<file path="src/rtl/core/vflf_pkg.sv">
// Package for the vertex fetch limit fold block.
// Holds the sequencer state type and shared constants; no dependencies.
`default_nettype none
package vflf_pkg;

  localparam logic [31:0] ALL32 = 32'hFFFF_FFFF;
  localparam int unsigned STEPS = 32;
  localparam logic [4:0] STEP_LAST = 5'(STEPS - 1);
  localparam int unsigned ACC_W = 35;

  typedef enum logic [4:0] {
    ST_IDLE = 5'b00001,
    ST_DIV  = 5'b00010,
    ST_CNT  = 5'b00100,
    ST_MUL  = 5'b01000,
    ST_FOLD = 5'b10000
  } state_t;

endpackage
`default_nettype wire

</file>
<file path="src/rtl/core/vflf_attr_if.sv">
// Attribute channel: valid/ready handshake with one attribute description.
// Depends on nothing.
`default_nettype none
interface vflf_attr_if;
  logic        valid;
  logic        ready;
  logic        buffer_bound;
  logic        location_used;
  logic [31:0] buffer_bytes;
  logic [31:0] attribute_offset;
  logic [15:0] stride;
  logic [5:0]  element_bytes;
  logic        instance_rate;
  logic [31:0] divisor;
  logic [4:0]  attribute_location;
  logic [4:0]  attribute_binding;
  logic        last;

  modport source (
    output valid, buffer_bound, location_used, buffer_bytes, attribute_offset, stride,
           element_bytes, instance_rate, divisor, attribute_location, attribute_binding,
           last,
    input  ready
  );
  modport sink (
    input  valid, buffer_bound, location_used, buffer_bytes, attribute_offset, stride,
           element_bytes, instance_rate, divisor, attribute_location, attribute_binding,
           last,
    output ready
  );
endinterface
`default_nettype wire

</file>
<file path="src/rtl/core/vflf_limit_if.sv">
// Limit channel: valid/ready handshake carrying the folded vertex and instance limits.
// Depends on nothing.
`default_nettype none
interface vflf_limit_if;
  logic        valid;
  logic        ready;
  logic        vertex_limit_valid;
  logic [31:0] vertex_limit;
  logic [4:0]  vertex_limit_location;
  logic [4:0]  vertex_limit_binding;
  logic        instance_limit_valid;
  logic [31:0] instance_limit;
  logic [4:0]  instance_limit_location;
  logic [4:0]  instance_limit_binding;
  logic [31:0] instance_limit_divisor;

  modport source (
    output valid, vertex_limit_valid, vertex_limit, vertex_limit_location,
           vertex_limit_binding, instance_limit_valid, instance_limit,
           instance_limit_location, instance_limit_binding, instance_limit_divisor,
    input  ready
  );
  modport sink (
    input  valid, vertex_limit_valid, vertex_limit, vertex_limit_location,
           vertex_limit_binding, instance_limit_valid, instance_limit,
           instance_limit_location, instance_limit_binding, instance_limit_divisor,
    output ready
  );
endinterface
`default_nettype wire

</file>
<file path="src/rtl/core/vertex_fetch_limit_fold_top.sv">
// Vertex fetch limit fold: element count per attribute, running minima per input rate.
// Depends on vflf_pkg, vflf_attr_if and vflf_limit_if.
//
//   channel  dir  contents
//   attr     in   one attribute description, last marks the end of the draw
//   limit    out  vertex and instance limits, one transfer per last attribute
//
// Per attribute: a skipped or zero-stride one goes straight to the fold; per-vertex runs 32 divide steps,
// per-instance 32 divide steps plus 32 multiply steps, all on one shared 35-bit adder.
// Reset clears the minima and the output valid flag; the first attribute is taken right after.
// A result waiting on limit does not block attr; only a last attribute whose fold finds
// the output register still full holds until that transfer.
`default_nettype none
module vertex_fetch_limit_fold_top (
  input  wire          clk,
  input  wire          rst,
  vflf_attr_if.sink    attr,
  vflf_limit_if.source limit
);

  vflf_pkg::state_t state;
  logic [4:0]  step;
  logic [31:0] dvd;
  logic [15:0] rmd;
  logic [32:0] cnt;
  logic [vflf_pkg::ACC_W-1:0] acc;
  logic        ovf;

  logic        take_r;
  logic        inst_r;
  logic        last_r;
  logic [15:0] stride_r;
  logic [5:0]  asize_r;
  logic [31:0] div_r;
  logic [4:0]  loc_r;
  logic [4:0]  bnd_r;

  logic        vertex_seen;
  logic [31:0] vertex_min;
  logic [4:0]  vertex_min_location;
  logic [4:0]  vertex_min_binding;
  logic        instance_seen;
  logic [31:0] instance_min;
  logic [4:0]  instance_min_location;
  logic [4:0]  instance_min_binding;
  logic [31:0] instance_min_divisor;

  logic        vertex_seen_next;
  logic [31:0] vertex_min_next;
  logic [4:0]  vertex_min_location_next;
  logic [4:0]  vertex_min_binding_next;
  logic        instance_seen_next;
  logic [31:0] instance_min_next;
  logic [4:0]  instance_min_location_next;
  logic [4:0]  instance_min_binding_next;
  logic [31:0] instance_min_divisor_next;

  logic        out_valid;
  logic        o_vvalid;
  logic [31:0] o_vlimit;
  logic [4:0]  o_vloc;
  logic [4:0]  o_vbnd;
  logic        o_ivalid;
  logic [31:0] o_ilimit;
  logic [4:0]  o_iloc;
  logic [4:0]  o_ibnd;
  logic [31:0] o_idiv;

  logic [vflf_pkg::ACC_W-1:0] add_a;
  logic [vflf_pkg::ACC_W-1:0] add_b;
  logic        add_cin;
  logic [vflf_pkg::ACC_W-1:0] sum;
  logic [16:0] rtrial;
  logic [31:0] rem_in;
  logic [31:0] fold_v;
  logic        in_xfer;
  logic        out_xfer;
  logic        fold_fire;

  assign in_xfer  = attr.valid && attr.ready;
  assign out_xfer = limit.valid && limit.ready;
  assign attr.ready = (state == vflf_pkg::ST_IDLE);

  assign rem_in = (attr.buffer_bytes > attr.attribute_offset) ?
                  (attr.buffer_bytes - attr.attribute_offset) : 32'd0;
  assign rtrial = {rmd, dvd[31]};

  // shared adder: trial subtract while dividing, shift-add while multiplying
  always_comb begin
    case (state)
      vflf_pkg::ST_DIV: begin
        add_a   = {{(vflf_pkg::ACC_W-17){1'b0}}, rtrial};
        add_b   = ~{{(vflf_pkg::ACC_W-16){1'b0}}, stride_r};
        add_cin = 1'b1;
      end
      vflf_pkg::ST_MUL: begin
        add_a   = {acc[vflf_pkg::ACC_W-2:0], 1'b0};
        add_b   = dvd[31] ? {2'b00, cnt} : '0;
        add_cin = 1'b0;
      end
      default: begin
        add_a   = '0;
        add_b   = '0;
        add_cin = 1'b0;
      end
    endcase
  end
  assign sum = add_a + add_b + {{(vflf_pkg::ACC_W-1){1'b0}}, add_cin};

  always_comb begin
    if (inst_r) begin
      fold_v = (ovf || (|acc[vflf_pkg::ACC_W-1:32])) ? vflf_pkg::ALL32 : acc[31:0];
    end else begin
      fold_v = cnt[32] ? vflf_pkg::ALL32 : cnt[31:0];
    end
  end

  always_comb begin
    vertex_seen_next          = vertex_seen;
    vertex_min_next           = vertex_min;
    vertex_min_location_next  = vertex_min_location;
    vertex_min_binding_next   = vertex_min_binding;
    instance_seen_next        = instance_seen;
    instance_min_next         = instance_min;
    instance_min_location_next = instance_min_location;
    instance_min_binding_next = instance_min_binding;
    instance_min_divisor_next = instance_min_divisor;
    if (take_r) begin
      if (!inst_r) begin
        vertex_seen_next = 1'b1;
        if (fold_v <= vertex_min) begin
          vertex_min_next          = fold_v;
          vertex_min_location_next = loc_r;
          vertex_min_binding_next  = bnd_r;
        end
      end else begin
        instance_seen_next = 1'b1;
        if (fold_v <= instance_min) begin
          instance_min_next          = fold_v;
          instance_min_location_next = loc_r;
          instance_min_binding_next  = bnd_r;
          instance_min_divisor_next  = div_r;
        end
      end
    end
  end

  assign fold_fire = (state == vflf_pkg::ST_FOLD) && (!last_r || !out_valid || limit.ready);

  always_ff @(posedge clk) begin
    if (rst) begin
      state                 <= vflf_pkg::ST_IDLE;
      step                  <= '0;
      out_valid             <= 1'b0;
      vertex_seen           <= 1'b0;
      vertex_min            <= vflf_pkg::ALL32;
      vertex_min_location   <= '0;
      vertex_min_binding    <= '0;
      instance_seen         <= 1'b0;
      instance_min          <= vflf_pkg::ALL32;
      instance_min_location <= '0;
      instance_min_binding  <= '0;
      instance_min_divisor  <= vflf_pkg::ALL32;
    end else begin
      if (out_xfer) begin
        out_valid <= 1'b0;
      end
      case (state)
        vflf_pkg::ST_IDLE: begin
          if (in_xfer) begin
            inst_r   <= attr.instance_rate;
            last_r   <= attr.last;
            stride_r <= attr.stride;
            asize_r  <= attr.element_bytes;
            div_r    <= attr.divisor;
            loc_r    <= attr.attribute_location;
            bnd_r    <= attr.attribute_binding;
            cnt      <= '0;
            acc      <= '0;
            ovf      <= 1'b0;
            rmd      <= '0;
            dvd      <= rem_in;
            step     <= '0;
            if (!(attr.buffer_bound && attr.location_used)) begin
              take_r <= 1'b0;
              state  <= vflf_pkg::ST_FOLD;
            end else if (attr.stride == 16'd0) begin
              take_r <= (rem_in < {26'd0, attr.element_bytes});
              state  <= vflf_pkg::ST_FOLD;
            end else begin
              take_r <= 1'b1;
              state  <= vflf_pkg::ST_DIV;
            end
          end
        end
        vflf_pkg::ST_DIV: begin
          if (!sum[vflf_pkg::ACC_W-1]) begin
            rmd <= sum[15:0];
            dvd <= {dvd[30:0], 1'b1};
          end else begin
            rmd <= rtrial[15:0];
            dvd <= {dvd[30:0], 1'b0};
          end
          step <= step + 5'd1;
          if (step == vflf_pkg::STEP_LAST) begin
            state <= vflf_pkg::ST_CNT;
          end
        end
        vflf_pkg::ST_CNT: begin
          cnt  <= {1'b0, dvd} + {32'd0, (rmd >= {10'd0, asize_r})};
          step <= '0;
          if (inst_r) begin
            dvd   <= div_r;
            acc   <= '0;
            ovf   <= 1'b0;
            state <= vflf_pkg::ST_MUL;
          end else begin
            state <= vflf_pkg::ST_FOLD;
          end
        end
        vflf_pkg::ST_MUL: begin
          acc  <= sum;
          ovf  <= ovf | (|sum[vflf_pkg::ACC_W-1:32]);
          dvd  <= {dvd[30:0], 1'b0};
          step <= step + 5'd1;
          if (step == vflf_pkg::STEP_LAST) begin
            state <= vflf_pkg::ST_FOLD;
          end
        end
        vflf_pkg::ST_FOLD: begin
          if (fold_fire) begin
            state <= vflf_pkg::ST_IDLE;
            if (last_r) begin
              out_valid             <= 1'b1;
              vertex_seen           <= 1'b0;
              vertex_min            <= vflf_pkg::ALL32;
              vertex_min_location   <= '0;
              vertex_min_binding    <= '0;
              instance_seen         <= 1'b0;
              instance_min          <= vflf_pkg::ALL32;
              instance_min_location <= '0;
              instance_min_binding  <= '0;
              instance_min_divisor  <= vflf_pkg::ALL32;
            end else begin
              vertex_seen           <= vertex_seen_next;
              vertex_min            <= vertex_min_next;
              vertex_min_location   <= vertex_min_location_next;
              vertex_min_binding    <= vertex_min_binding_next;
              instance_seen         <= instance_seen_next;
              instance_min          <= instance_min_next;
              instance_min_location <= instance_min_location_next;
              instance_min_binding  <= instance_min_binding_next;
              instance_min_divisor  <= instance_min_divisor_next;
            end
          end
        end
        default: begin
          state <= vflf_pkg::ST_IDLE;
        end
      endcase
    end
  end

  // output payload, zeroed where no attribute of that rate contributed
  always_ff @(posedge clk) begin
    if (fold_fire && last_r) begin
      o_vvalid <= vertex_seen_next;
      o_vlimit <= vertex_seen_next ? vertex_min_next : 32'd0;
      o_vloc   <= vertex_seen_next ? vertex_min_location_next : 5'd0;
      o_vbnd   <= vertex_seen_next ? vertex_min_binding_next : 5'd0;
      o_ivalid <= instance_seen_next;
      o_ilimit <= instance_seen_next ? instance_min_next : 32'd0;
      o_iloc   <= instance_seen_next ? instance_min_location_next : 5'd0;
      o_ibnd   <= instance_seen_next ? instance_min_binding_next : 5'd0;
      o_idiv   <= instance_seen_next ? instance_min_divisor_next : 32'd0;
    end
  end

  assign limit.valid                   = out_valid;
  assign limit.vertex_limit_valid      = o_vvalid;
  assign limit.vertex_limit            = o_vlimit;
  assign limit.vertex_limit_location   = o_vloc;
  assign limit.vertex_limit_binding    = o_vbnd;
  assign limit.instance_limit_valid    = o_ivalid;
  assign limit.instance_limit          = o_ilimit;
  assign limit.instance_limit_location = o_iloc;
  assign limit.instance_limit_binding  = o_ibnd;
  assign limit.instance_limit_divisor  = o_idiv;

  a_div_rem_below_stride: assert property (@(posedge clk) disable iff (rst)
    (state == vflf_pkg::ST_DIV) && (step == vflf_pkg::STEP_LAST) |=> (rmd < stride_r))
    else $error("divide remainder not below stride");

  a_div_exit: assert property (@(posedge clk) disable iff (rst)
    (state == vflf_pkg::ST_CNT) |=> (state == vflf_pkg::ST_MUL) || (state == vflf_pkg::ST_FOLD))
    else $error("count step did not advance to multiply or fold");

  a_vertex_unseen_min: assert property (@(posedge clk) disable iff (rst)
    !vertex_seen |-> (vertex_min == vflf_pkg::ALL32))
    else $error("vertex minimum moved without a contributing attribute");

  a_instance_unseen_min: assert property (@(posedge clk) disable iff (rst)
    !instance_seen |-> (instance_min == vflf_pkg::ALL32))
    else $error("instance minimum moved without a contributing attribute");

  a_invalid_zero: assert property (@(posedge clk) disable iff (rst)
    out_valid && !o_ivalid |-> (o_ilimit == 32'd0) && (o_idiv == 32'd0))
    else $error("instance limit not zeroed when invalid");

endmodule
`default_nettype wire

</file>
<file path="src/flat_wrapper.sv">
// flat-port wrapper written by rule: the top's interface ports become plain ports
module vertex_fetch_limit_fold_top_flat 
  (clk, rst, attr_valid, attr_buffer_bound, attr_location_used, attr_buffer_bytes, attr_attribute_offset, attr_stride, attr_element_bytes, attr_instance_rate, attr_divisor, attr_attribute_location, attr_attribute_binding, attr_last, attr_ready, limit_valid, limit_vertex_limit_valid, limit_vertex_limit, limit_vertex_limit_location, limit_vertex_limit_binding, limit_instance_limit_valid, limit_instance_limit, limit_instance_limit_location, limit_instance_limit_binding, limit_instance_limit_divisor, limit_ready);
  vflf_attr_if attr_i ();
  vflf_limit_if limit_i ();
  input  wire clk;
  input  wire rst;
  input wire logic [$bits(attr_i.valid)-1:0] attr_valid;
  input wire logic [$bits(attr_i.buffer_bound)-1:0] attr_buffer_bound;
  input wire logic [$bits(attr_i.location_used)-1:0] attr_location_used;
  input wire logic [$bits(attr_i.buffer_bytes)-1:0] attr_buffer_bytes;
  input wire logic [$bits(attr_i.attribute_offset)-1:0] attr_attribute_offset;
  input wire logic [$bits(attr_i.stride)-1:0] attr_stride;
  input wire logic [$bits(attr_i.element_bytes)-1:0] attr_element_bytes;
  input wire logic [$bits(attr_i.instance_rate)-1:0] attr_instance_rate;
  input wire logic [$bits(attr_i.divisor)-1:0] attr_divisor;
  input wire logic [$bits(attr_i.attribute_location)-1:0] attr_attribute_location;
  input wire logic [$bits(attr_i.attribute_binding)-1:0] attr_attribute_binding;
  input wire logic [$bits(attr_i.last)-1:0] attr_last;
  output wire logic [$bits(attr_i.ready)-1:0] attr_ready;
  output wire logic [$bits(limit_i.valid)-1:0] limit_valid;
  output wire logic [$bits(limit_i.vertex_limit_valid)-1:0] limit_vertex_limit_valid;
  output wire logic [$bits(limit_i.vertex_limit)-1:0] limit_vertex_limit;
  output wire logic [$bits(limit_i.vertex_limit_location)-1:0] limit_vertex_limit_location;
  output wire logic [$bits(limit_i.vertex_limit_binding)-1:0] limit_vertex_limit_binding;
  output wire logic [$bits(limit_i.instance_limit_valid)-1:0] limit_instance_limit_valid;
  output wire logic [$bits(limit_i.instance_limit)-1:0] limit_instance_limit;
  output wire logic [$bits(limit_i.instance_limit_location)-1:0] limit_instance_limit_location;
  output wire logic [$bits(limit_i.instance_limit_binding)-1:0] limit_instance_limit_binding;
  output wire logic [$bits(limit_i.instance_limit_divisor)-1:0] limit_instance_limit_divisor;
  input wire logic [$bits(limit_i.ready)-1:0] limit_ready;
  assign attr_i.valid = attr_valid;
  assign attr_i.buffer_bound = attr_buffer_bound;
  assign attr_i.location_used = attr_location_used;
  assign attr_i.buffer_bytes = attr_buffer_bytes;
  assign attr_i.attribute_offset = attr_attribute_offset;
  assign attr_i.stride = attr_stride;
  assign attr_i.element_bytes = attr_element_bytes;
  assign attr_i.instance_rate = attr_instance_rate;
  assign attr_i.divisor = attr_divisor;
  assign attr_i.attribute_location = attr_attribute_location;
  assign attr_i.attribute_binding = attr_attribute_binding;
  assign attr_i.last = attr_last;
  assign attr_ready = attr_i.ready;
  assign limit_valid = limit_i.valid;
  assign limit_vertex_limit_valid = limit_i.vertex_limit_valid;
  assign limit_vertex_limit = limit_i.vertex_limit;
  assign limit_vertex_limit_location = limit_i.vertex_limit_location;
  assign limit_vertex_limit_binding = limit_i.vertex_limit_binding;
  assign limit_instance_limit_valid = limit_i.instance_limit_valid;
  assign limit_instance_limit = limit_i.instance_limit;
  assign limit_instance_limit_location = limit_i.instance_limit_location;
  assign limit_instance_limit_binding = limit_i.instance_limit_binding;
  assign limit_instance_limit_divisor = limit_i.instance_limit_divisor;
  assign limit_i.ready = limit_ready;
  vertex_fetch_limit_fold_top u_core (.clk(clk), .rst(rst), .attr(attr_i), .limit(limit_i));
endmodule
</file>
<file path="config.mk">
export PLATFORM = sky130hd
export DESIGN_NAME = vertex_fetch_limit_fold_top_flat
export DESIGN_NICKNAME = d
export VERILOG_FILES = /design/src/rtl/core/vflf_pkg.sv /design/src/rtl/core/vflf_attr_if.sv /design/src/rtl/core/vflf_limit_if.sv /design/src/rtl/core/vertex_fetch_limit_fold_top.sv /design/src/flat_wrapper.sv
export SDC_FILE = /design/constraint.sdc
export NUM_CORES = 1
export LEC_CHECK = 0
export BUFFER_PORTS_ARGS = -buffer_cell sky130_fd_sc_hd__buf_2
export CAP_MARGIN = 20
export CORE_UTILIZATION = 40
export CTS_CLUSTER_DIAMETER = 150
export DETAILED_ROUTE_END_ITERATION = 7
export GPL_TIMING_DRIVEN = 0
export RECOVER_POWER = 25
export SLEW_MARGIN = 10
export SYNTH_ARGS = -nofsm -noshare
export SYNTH_HDL_FRONTEND = slang
export SYNTH_SLANG_ARGS = --single-unit
</file>
<file path="constraint.sdc">
create_clock -name clk -period 5.1 [get_ports clk]
set_input_delay 0 -clock clk [delete_from_list [all_inputs] [get_ports clk]]
set_output_delay 0 -clock clk [all_outputs]
set_load 0.05 [all_outputs]
</file>
# Word-level counts from Yosys, hierarchy flattened
# Cells that the tools add are included.
[totals] inputBits=136 wordCells=157 mem_bits_ro=0 mem_bits_rw=0 latchBits=0 memories=0 ff_bits=431
[classes] mux=72 n_mul=0 div=0 n_bitwise=3 add_sub_neg=5 shifts=0 n_eq_ne=11 n_reduce_logical=27 n_lt_le_gt_ge=5
[op_table] operator="32-bit two-way mux" count=18
[op_table] operator="35-bit case mux with 2 select lines" count=2
[op_table] operator="32-bit case mux with 4 select lines" count=1
[op_table] operator="5-bit two-way mux" count=24
[op_table] operator="35-bit case mux with 3 select lines" count=1
[op_table] operator="35-bit two-way mux" count=2
[op_table] operator="33-bit two-way mux" count=2
[op_table] operator="33-bit case mux with 2 select lines" count=1
[op_table] operator="32-bit less-or-equal comparator" count=2
[op_table] operator="35-bit by 1-bit adder with 35-bit output" count=1
[op_table] operator="35-bit adder" count=1
[op_table] operator="16-bit NOT with 35-bit output" count=1
[op_table] operator="32-bit by 1-bit adder with 33-bit output" count=1
[op_table] operator="32-bit > comparator" count=1
[op_table] operator="32-bit by 6-bit < comparator with 1-bit output" count=1
[op_table] operator="16-bit two-way mux" count=2
[op_table] operator="16-bit case mux with 2 select lines" count=1
[op_table] operator="32-bit subtractor" count=1
[op_table] operator="5-bit case mux with 5 select lines" count=1
[op_table] operator="16-bit by 6-bit greater-or-equal comparator with 1-bit output" count=1
[op_table] operator="16-bit logical NOT" count=1
[op_table] operator="1-bit two-way mux" count=15
[op_table] operator="5-bit case mux with 3 select lines" count=1
[op_table] operator="4-bit AND reduction" count=3
[op_table] operator="other kinds (21)" count=38

# Longest topological paths before layout
# Gate-level depths: netlist (run 1).
[logic_depth] depth_word=9 ltp_mapped=22

# Least setup slack after synthesis (run 1)
# Ideal clock, no wire load.
[synth_timing] path_type="register to register" startpoint="reg u_core.state[0]" endpoint="reg u_core.instance_min_divisor[0]" path_buffers=2 path_slack_ns=-0.048 path_stages_with_launch=10 t_arrival_ns=5.078 t_required_ns=5.030 synth_period_minus_slack_ns=5.148 path_cell_list="dfxtp_1 nor3_1 nand3b_1 a21oi_1 and2_1 or2_2 clkbuf_1 clkbuf_1 nor2_1 a21oi_1"
[synth_via] elab_chain_len=3
[synth_rtl] element="from (decl)" line="vertex_fetch_limit_fold_top.sv:21" source="vflf_pkg::state_t state;"
[synth_rtl] element="from (signal assigned)" line="vertex_fetch_limit_fold_top.sv:152" source="state <= vflf_pkg::ST_IDLE;"
[synth_rtl] element="from (signal assigned)" line="vertex_fetch_limit_fold_top.sv:186" source="state <= vflf_pkg::ST_FOLD;"
[synth_rtl] element="from (signal assigned)" line="vertex_fetch_limit_fold_top.sv:189" source="state <= vflf_pkg::ST_FOLD;"
[synth_rtl] element="5-bit == test (*)" line="vertex_fetch_limit_fold_top.sv:148, vertex_fetch_limit_fold_top.sv:168"
[synth_rtl] element="1-bit logical AND" line="vertex_fetch_limit_fold_top.sv:148" source="assign fold_fire = (state == vflf_pkg::ST_FOLD) && (!last_r || !out_valid || limit.ready);"
[synth_rtl] element="2-bit AND reduction (no source line) (*)"
[synth_rtl] element="to (signal assigned)" line="vertex_fetch_limit_fold_top.sv:163" source="instance_min_divisor <= vflf_pkg::ALL32;"
[synth_rtl] element="to (signal assigned)" line="vertex_fetch_limit_fold_top.sv:243" source="instance_min_divisor <= vflf_pkg::ALL32;"
[synth_rtl] element="to (signal assigned)" line="vertex_fetch_limit_fold_top.sv:253" source="instance_min_divisor <= instance_min_divisor_next;"
[synth_rtl] element="to (decl)" line="vertex_fetch_limit_fold_top.sv:46" source="logic [31:0] instance_min_divisor;"
# Mark *: on every way between the ends. The rest lies on a longest branch, timed or not.
# A chain may end at the register's enable or synchronous reset.

# Final worst setup path (run 1)
[layout_timing] startpoint="reg u_core.inst_r" endpoint="reg u_core.o_ilimit[3] (netlist: u_core.limit.instance_limit[3]) (data pin)"
[layout_via] elab_chain_len=5
[layout_rtl] element="from (decl)" line="vertex_fetch_limit_fold_top.sv:30" source="logic inst_r;"
[layout_rtl] element="from (signal assigned)" line="vertex_fetch_limit_fold_top.sv:171" source="inst_r <= attr.instance_rate;"
[layout_rtl] element="32-bit two-way mux" line="vertex_fetch_limit_fold_top.sv:111" source="if (inst_r) begin"
[layout_rtl] element="32-bit less-or-equal comparator" line="vertex_fetch_limit_fold_top.sv:138" source="if (fold_v <= instance_min) begin"
[layout_rtl] element="32-bit two-way mux" line="vertex_fetch_limit_fold_top.sv:138"
[layout_rtl] element="32-bit two-way mux" line="vertex_fetch_limit_fold_top.sv:129" source="if (!inst_r) begin"
[layout_rtl] element="32-bit two-way mux" line="vertex_fetch_limit_fold_top.sv:128" source="if (take_r) begin"
[layout_rtl] element="to (signal assigned)" line="vertex_fetch_limit_fold_top.sv:272" source="o_ilimit <= instance_seen_next ? instance_min_next : 32'd0;"
[layout_rtl] element="to (decl)" line="vertex_fetch_limit_fold_top.sv:64" source="logic [31:0] o_ilimit;"
# Several ways; a longest one is shown, not always the timed one.

==> results.yml, run 1 <==
final_layout:
  layout-drive-gt1-share: 0.105
  multiInputGateArea_mm2: 0.0109
  layout.area.seq_mm2: 0.0117
  antenna_diode_instance_count: 0
  count_of_filler_cells_inserted_in_the_layout: 5433
  final_net_count: 3004
  instances_no_fill: 3525
  area.growth.synth_to_final_pct: 21.6
worst_setup_path:
  critical_path_buf_inv_count: 5
  crit_type: "reg -> reg"
  sort_of_element_at_the_start_of_the_critical_path: "flop"
  reg2reg_from: "u_core.inst_r$_DFFE_PP_"
  timing.reg2reg.worst_path_depth: 17
  critical_path.max_fanout: 10
  reg2reg_setup_slack_ns: 0.15
  crit_family: "simple AND/OR/NAND/NOR gates"
  worst_path_most_repeated_cell: "sky130_fd_sc_hd__nand4_1"
  cpPeakStageDelay_ns: 0.59
  cp.required_ns: 5.40
  timing.critical_path.arrival_ns: 5.25
  timing.critical_path.to_type: "flop"
  r2r-end: "u_core.limit.instance_limit[3]$_SDFFCE_PP0P_"
  path_cells: "or2_2 > clkbuf_1 > buf_4 > o22ai_2 > inv_1 > ha_1 > nand4_1 > nor4_4 > nand4_1 > or4_4 > inv_2 > nor3_1 > a32oi_2 > o21ai_2 > buf_2 > mux2i_1 > nor2_1"
  max_stage_delay_cell_worst_path: "sky130_fd_sc_hd__or4_4"
detailed_routing:
  detail_route.iter0.violations: 1464
  route.detailed.drc: 0
  drt-vias-per-instance: 5.48
  detail-route-antenna-nets: 0
  overall_via_count_from_detail_route: 19330
  wirelength_mm: 71.6
  avgRoutedWirePerCell_um: 20.3
  dr.pass1.iters: 6
cts:
  tritoncts: "built"
  clk-insertion-delay-late_ns: 0.61
  numClockSinks: 431
  cts_htree_levels: 2
  cts_root_buf: "sky130_fd_sc_hd__clkbuf_16"
  cts.reportedPaths.clkPinSlew_ns: 0.06
  max-clock-path-buffers: 3
  cts_inserted_buffers: 47
synth:
  post_synthesis_register_bit_count: 431
  net_count_after_synthesis: 2615
  synthCells: 2332
  synth_top_cells_by_area: "sky130_fd_sc_hd__edfxtp_1 39%, sky130_fd_sc_hd__dfxtp_1 11%, sky130_fd_sc_hd__ha_1 7.7%, sky130_fd_sc_hd__mux2i_1 4.2%, sky130_fd_sc_hd__nor2_1 4.1%"
  mappedNetlistArea_mm2: 0.0234
  synth_enable_flop_cells: 302
  synthArstFlopShare: 0
  synth.cells.most_frequent: "302 x sky130_fd_sc_hd__edfxtp_1, 256 x sky130_fd_sc_hd__nor2_1, 190 x sky130_fd_sc_hd__nand2_1"
  synth_area_leader_cell: "sky130_fd_sc_hd__edfxtp_1"
  synth.most_common_cell: "sky130_fd_sc_hd__edfxtp_1"
  synth_ff_type: "sky130_fd_sc_hd__edfxtp_1"
  postSynthAreaPerCell_um2: 10.0
  synth.yosys.seq_area_share: 0.498
  synth_top_cell_area_share: 0.388
  synth.yosys.warnings: 0
  synth.distinct_cells: 71
die:
  number_of_placement_rows: 88
  ios: 256
  coreArea_mm2: 0.0577
  die_height_um: 244
  initial_utilization: 0.405
  floorplan.die_area_mm2: 0.0594
  floorplan.die.width_um: 244
timing:
  unrepaired_setup_endpoints_after_global_routing: "no"
  fmaxAchievable_ghz: 0.202
  max-slew-margin-rel: 0.350
  finalClockSkew_ns: 0.0421
  timing.final.hold_violations: 0
  final_setup_tns_ns: 0
  actual_transition_at_the_worst_max_transition_pin_ns: 0.975
  maxSlewViolCount: 0
  finalSetupViolations: 0
  min_period_over_period: 0.971
  timing.final.crit_period_ns: 4.95
power_and_ir_drop:
  p_leak_nw: 12.0
  power_mw: 9.29
  power.density_cell_area_mw_per_mm2: 327
  vdd.ir_drop.worst_v: 0.000212
global_routing:
  first_global_vias: 18872
  grt_remaining_overflow: 0
  grt_pass1_wl_mm: 108
  initial_antenna_violation_count: 2
  grt_max_degree: 63
  global_route.usage.total: 0.235
place:
  detailed_place_hpwl_mm: 55.2
  placed_cells: 3362
  placement.io_buffers: 255
  gpl.final_weighted_congestion: 0.935
worst_hold_path:
  min-delay-path-class: "in -> reg"
  timing.hold.worst_endpoint: "u_core.dvd[1]$_DFFE_PP_"
  holdPathStages: 5
  hp-start: "attr_buffer_bytes[1]"
status:
  outcome: "finished, final reports clean"
run:
  drv_cap: 0
==> sequential cells by signal (all words and copies together), names as in the netlist, 6 cells and up <==
signal and flops:
u_core.instance_min_divisor 32, u_core.limit.vertex_limit 32, u_core.dvd 32, u_core.cnt 33
u_core.asize_r 6, u_core.stride_r 16, u_core.div_r 32, u_core.vertex_min 32
u_core.rmd 16, u_core.limit.instance_limit 32, u_core.limit.instance_limit_divisor 32, u_core.instance_min 32
u_core.acc 35
==> layout by cell type, fill, tap and decap left out, drive strengths merged, types with 99 or more instances in the layout <==
cell type  instances
buf              146
mux2i             99
nand2            190
a21oi            122
edfxtp           302
o21ai            125
nor2             256
ha               144
clkbuf           287
dfxtp            129
inv              173
==> per-layer routing <==
layer,track usage,vias to the layer above,wire [um]
li1,-,9261,-
met1,0.317,9275,31100
met2,0.395,676,34100
met3,0.0284,116,4370
met4,0.0713,2,2090
met5,0,-,20
==> kinds of logic after synthesis <==
logic type                 synth area share
adders and majority gates            0.0796
buffers and inverters                0.0480
DFF                                   0.498
and+or+nand+nor                       0.143
AOI/OAI and AO/OA                     0.159
muxes                                0.0424
xor gates and xnor gates             0.0292
==> worst min-delay path: stages <==
cell and delay, ns:
sky130_fd_sc_hd__buf_2 0.10, sky130_fd_sc_hd__fa_1 0.15, sky130_fd_sc_hd__and2_1 0.15, sky130_fd_sc_hd__nand2_1 0.07, sky130_fd_sc_hd__nand2_1 0.06
==> power by group <==
part	total (mW)	switching [mW]	leakage, nW	internal [mW]
Combinational	1.39	0.896	7.25	0.491
Clock	3.76	1.50	0.815	2.25
Sequential	4.15	0.169	3.89	3.98
==> cell type report <==
cell class,instances,area share
sequential,431,0.410
multi-input combinational,1620,0.384
timing repair buffer,343,0.0713
clock buffer,54,0.0430
tap,765,0.0337
inverter,172,0.0228
buffer,106,0.0176
clock inverter,34,0.0173
==> repair_timing <==
item	4_1_cts	5_1_grt
pin swaps	1	3
endpoints found under the hold margin	72	0
cloned	0	1
gates resized for setup	44	35
setup endpoints to repair	243	213
setup buffers	3	4
hold buffers	69	0
==> how the worst max path moves through the flow <==
| stage | end | from | cells after the start | slack (ns) |
|---|---|---|---|---|
| finish | u_core.limit.instance_limit[3]$_SDFFCE_PP0P_ | u_core.inst_r$_DFFE_PP_ | 17 | 0.15 |
| global route | u_core.rmd[12]$_SDFFCE_PP0P_ | u_core.state[3]$_SDFFE_PP0P_ | 18 | 0.008 |
| CTS | u_core.limit.instance_limit[3]$_SDFFCE_PP0P_ | u_core.inst_r$_DFFE_PP_ | 17 | 0.006 |
| detailed placement | u_core.take_r$_SDFFCE_PN0P_ | attr_attribute_offset[0] | 22 | -0.88 |
| global placement | u_core.acc[19]$_SDFFCE_PP0P_ | u_core.state[0]$_SDFFE_PP1P_ | 3 | -1.55 |
| floorplan | u_core.asize_r[0]$_DFFE_PP_ | u_core.state[2]$_SDFFE_PP0P_ | 5 | 0.54 |
==> metrics by stage <==
| step | instance area (um^2) | hold WS [ns] | utilization | setup WS (ns) |
|---|---|---|---|---|
| after global placement | 25600 | 0.181 | 0.444 | -1.55 |
| after global routing | 28400 | 0.0824 | 0.493 | 0.00764 |
| after CTS | 28500 | 0.0272 | 0.494 | 0.00606 |
| after floorplan | 23400 | 0.0989 | - | 0.538 |
| final | 28400 | 0.0483 | 0.493 | 0.148 |
| after detailed placement | 25800 | 0.179 | 0.448 | -0.882 |
(Power assumes the default switching activity.)
==> inputs of run 2 (changes only) <==
- CORE_ASPECT_RATIO: default -> 1.25
==> run 2 against run 1 <==
The flow now finishes with violations (max-capacitance violations, max-slew violations). Total power is 4.5% lower. Sequential cell count stayed put. Clock skew is 0.015 ns lower. Routed wire length is 0.73% higher. Final cell count is 0.48% lower. Sequential power hardly changed. First-iteration DRC count is 9.9% lower. Worst setup slack worse by 0.0063 ns. Critical endpoint is now u_core.instance_min[1]$_SDFFE_PP1P_. Highest routed layer unchanged.
==> results.yml, run 2 (synthesis results as in run 1) <==
status:
  outcome: "complete, but fails checks"
  violated_checks: "max-capacitance violations, max-slew violations"
detailed_routing:
  detail-route-antenna-nets: 0
  dr.pass1.iters: 6
  avgRoutedWirePerCell_um: 20.6
  overall_via_count_from_detail_route: 19431
  wirelength_mm: 72.1
  route.detailed.drc: 0
  detail_route.iter0.violations: 1319
  drt-vias-per-instance: 5.54
place:
  dp_worst_setup_slack_ns: -0.799
  placement.io_buffers: 255
  gpl.final_weighted_congestion: 0.956
  placed_cells: 3350
  dpl-instance-area_mm2: 0.0258
  detailed_place_hpwl_mm: 55.2
worst_setup_path:
  path_cells: "or2_2 > clkbuf_1 > buf_6 > o22ai_2 > inv_1 > ha_1 > nand4_1 > nor4_4 > nand4_1 > or4_4 > inv_1 > nor3_1 > a32oi_1 > o211ai_1 > buf_4 > buf_4 > buf_2 > nand2_1 > o211ai_1"
  critical_path.endpoint: "u_core.instance_min[1]$_SDFFE_PP1P_"
  max_stage_delay_cell_worst_path: "sky130_fd_sc_hd__or4_4"
  r2r-end: "u_core.instance_min[1]$_SDFFE_PP1P_"
  timing.reg2reg.worst_path_depth: 19
  crit_family: "simple AND/OR/NAND/NOR gates"
  timing.critical_path.to_type: "flop"
  cp_num_cells: 19
  timing.critical_path.arrival_ns: 5.39
  critical_path_buf_inv_count: 7
  critPathLaunch: "u_core.inst_r$_DFFE_PP_"
  reg2reg_from: "u_core.inst_r$_DFFE_PP_"
  cpPeakStageDelay_ns: 0.57
  cp.required_ns: 5.53
  crit_type: "reg -> reg"
  sort_of_element_at_the_start_of_the_critical_path: "flop"
  critical_path.max_fanout: 10
  reg2reg_setup_slack_ns: 0.14
cts:
  cts.reportedPaths.clkPinSlew_ns: 0.06
  clk-insertion-delay-late_ns: 0.60
  tritoncts: "built"
  cts_root_buf: "sky130_fd_sc_hd__clkbuf_16"
  cts_inserted_buffers: 43
  max-clock-path-buffers: 3
  cts_htree_levels: 2
  numClockSinks: 431
power_and_ir_drop:
  power_mw: 8.88
  vdd.ir_drop.worst_v: 0.000213
  switching_share: 0.280
  internal_power_mw: 6.39
  power.share.clock: 0.376
  power.density_cell_area_mw_per_mm2: 314
  power.share.combinational: 0.156
  switching_component_of_the_power_mw: 2.48
  p_seq_frac: 0.468
  p_leak_nw: 11.9
die:
  coreArea_mm2: 0.0575
  number_of_placement_rows: 98
  ios: 256
  floorplan.die_area_mm2: 0.0594
  initial_utilization: 0.407
  floorplan.die.width_um: 218
  die_height_um: 272
timing:
  min_hold_slack_ns: 0.0384
  maxSlewViolCount: 17
  actual_transition_at_the_worst_max_transition_pin_ns: 1.75
  final_critical_path_setup_slack_ns: 0.142
  finalSetupViolations: 0
  fmaxAchievable_ghz: 0.202
  max-slew-margin-rel: -0.167
  timing.final.hold_violations: 0
  timing.final.crit_period_ns: 4.96
  final_setup_tns_ns: 0
  unrepaired_setup_endpoints_after_global_routing: "yes"
  min_period_over_period: 0.972
  finalClockSkew_ns: 0.0273
final_layout:
  multiInputGateArea_mm2: 0.0110
  layout-drive-gt1-share: 0.110
  final_net_count: 3008
  most_common_cell_after_layout_fill_and_taps_aside: "sky130_fd_sc_hd__edfxtp_1"
  layout.core_utilization: 0.492
  post-route-cell-area_mm2: 0.0283
  registers.top_by_ff_count: "u_core.acc"
  count_of_filler_cells_inserted_in_the_layout: 5372
  layout_top_registers: "u_core.acc (35), u_core.cnt (33)"
  largest_register_ffs: 35
  mostFrequentLayoutCells: "302 x sky130_fd_sc_hd__edfxtp_1, 252 x sky130_fd_sc_hd__nor2_1, 217 x sky130_fd_sc_hd__clkbuf_1, 190 x sky130_fd_sc_hd__nand2_1, 171 x sky130_fd_sc_hd__inv_1"
  instances_no_fill: 3508
  layout.area.seq_mm2: 0.0117
  area.growth.synth_to_final_pct: 21.0
  antenna_diode_instance_count: 0
global_routing:
  grt_pass1_wl_mm: 110
  initial_antenna_violation_count: 1
  global_route.usage.total: 0.240
  grt_remaining_overflow: 0
  first_global_vias: 19509
  grt_max_degree: 45
worst_hold_path:
  min-delay-path-class: "in -> reg"
  hp-start: "attr_valid"
run:
  drv_cap: 1
-- run 2: cell count changes in the layout (fill, tap and decap cells not counted), sizes merged --
cell,change
buf,+12
clkinv,-5
bufinv,-4
clkinvlp,-4
clkbuf,-2
inv,+2
dlygate4sd3,-1
-- run 2: worst min-delay path, cell delays in order --
cell                       delay (ns)
sky130_fd_sc_hd__buf_2           0.09
sky130_fd_sc_hd__nor2_1          0.10
sky130_fd_sc_hd__nor2_1          0.25
sky130_fd_sc_hd__a211oi_1        0.12
-- run 2: power groups by stage --
stage | clock network [mW] | logic (mW) | registers [mW]
detailed placement | 0 | 1.30 | 4.21
CTS | 3.40 | 1.37 | 4.14
global placement | 0 | 1.23 | 4.23
floorplan | 0 | 0.789 | 4.21
finish | 3.34 | 1.38 | 4.15
global route | 3.51 | 1.52 | 4.16
-- run 2: worst min-delay path by stage --
stage	slack, ns	endpoint	depth (start not counted)
2_1_floorplan	0.1	u_core.asize_r[0]$_DFFE_PP_	0
3_5_place_dp	0.18	u_core.div_r[11]$_DFFE_PP_	1
4_1_cts	0.004	u_core.state[0]$_SDFFE_PP1P_	3
5_1_grt	0.04	u_core.step[0]$_SDFFE_PP0P_	4
3_3_place_gp	0.18	u_core.inst_r$_DFFE_PP_	1
6_report	0.04	u_core.step[0]$_SDFFE_PP0P_	4
-- run 2: cell type report --
class                      count  area share
sequential                   431       0.412
buffer                       106      0.0186
clock inverter                23      0.0110
tap                          750      0.0332
timing repair buffer         351      0.0735
inverter                     172      0.0230
multi-input combinational   1620       0.388
clock buffer                  55      0.0404
-- run 2: what timing repair did --
action	CTS	global route
setup endpoints to repair	250	239
hold buffers	68	0
buffers inserted	4	10
resized for setup	42	71
cloned	0	1
hold endpoints to repair	72	0
pin swaps	0	7
-- run 2: per-layer routing --
layer,routed length [um],track usage,share of wire
met2,36800,0.433,0.51
met1,28500,0.278,0.40
met4,3660,0.118,0.051
met3,3160,0.0291,0.044
met5,12,0,0.00017
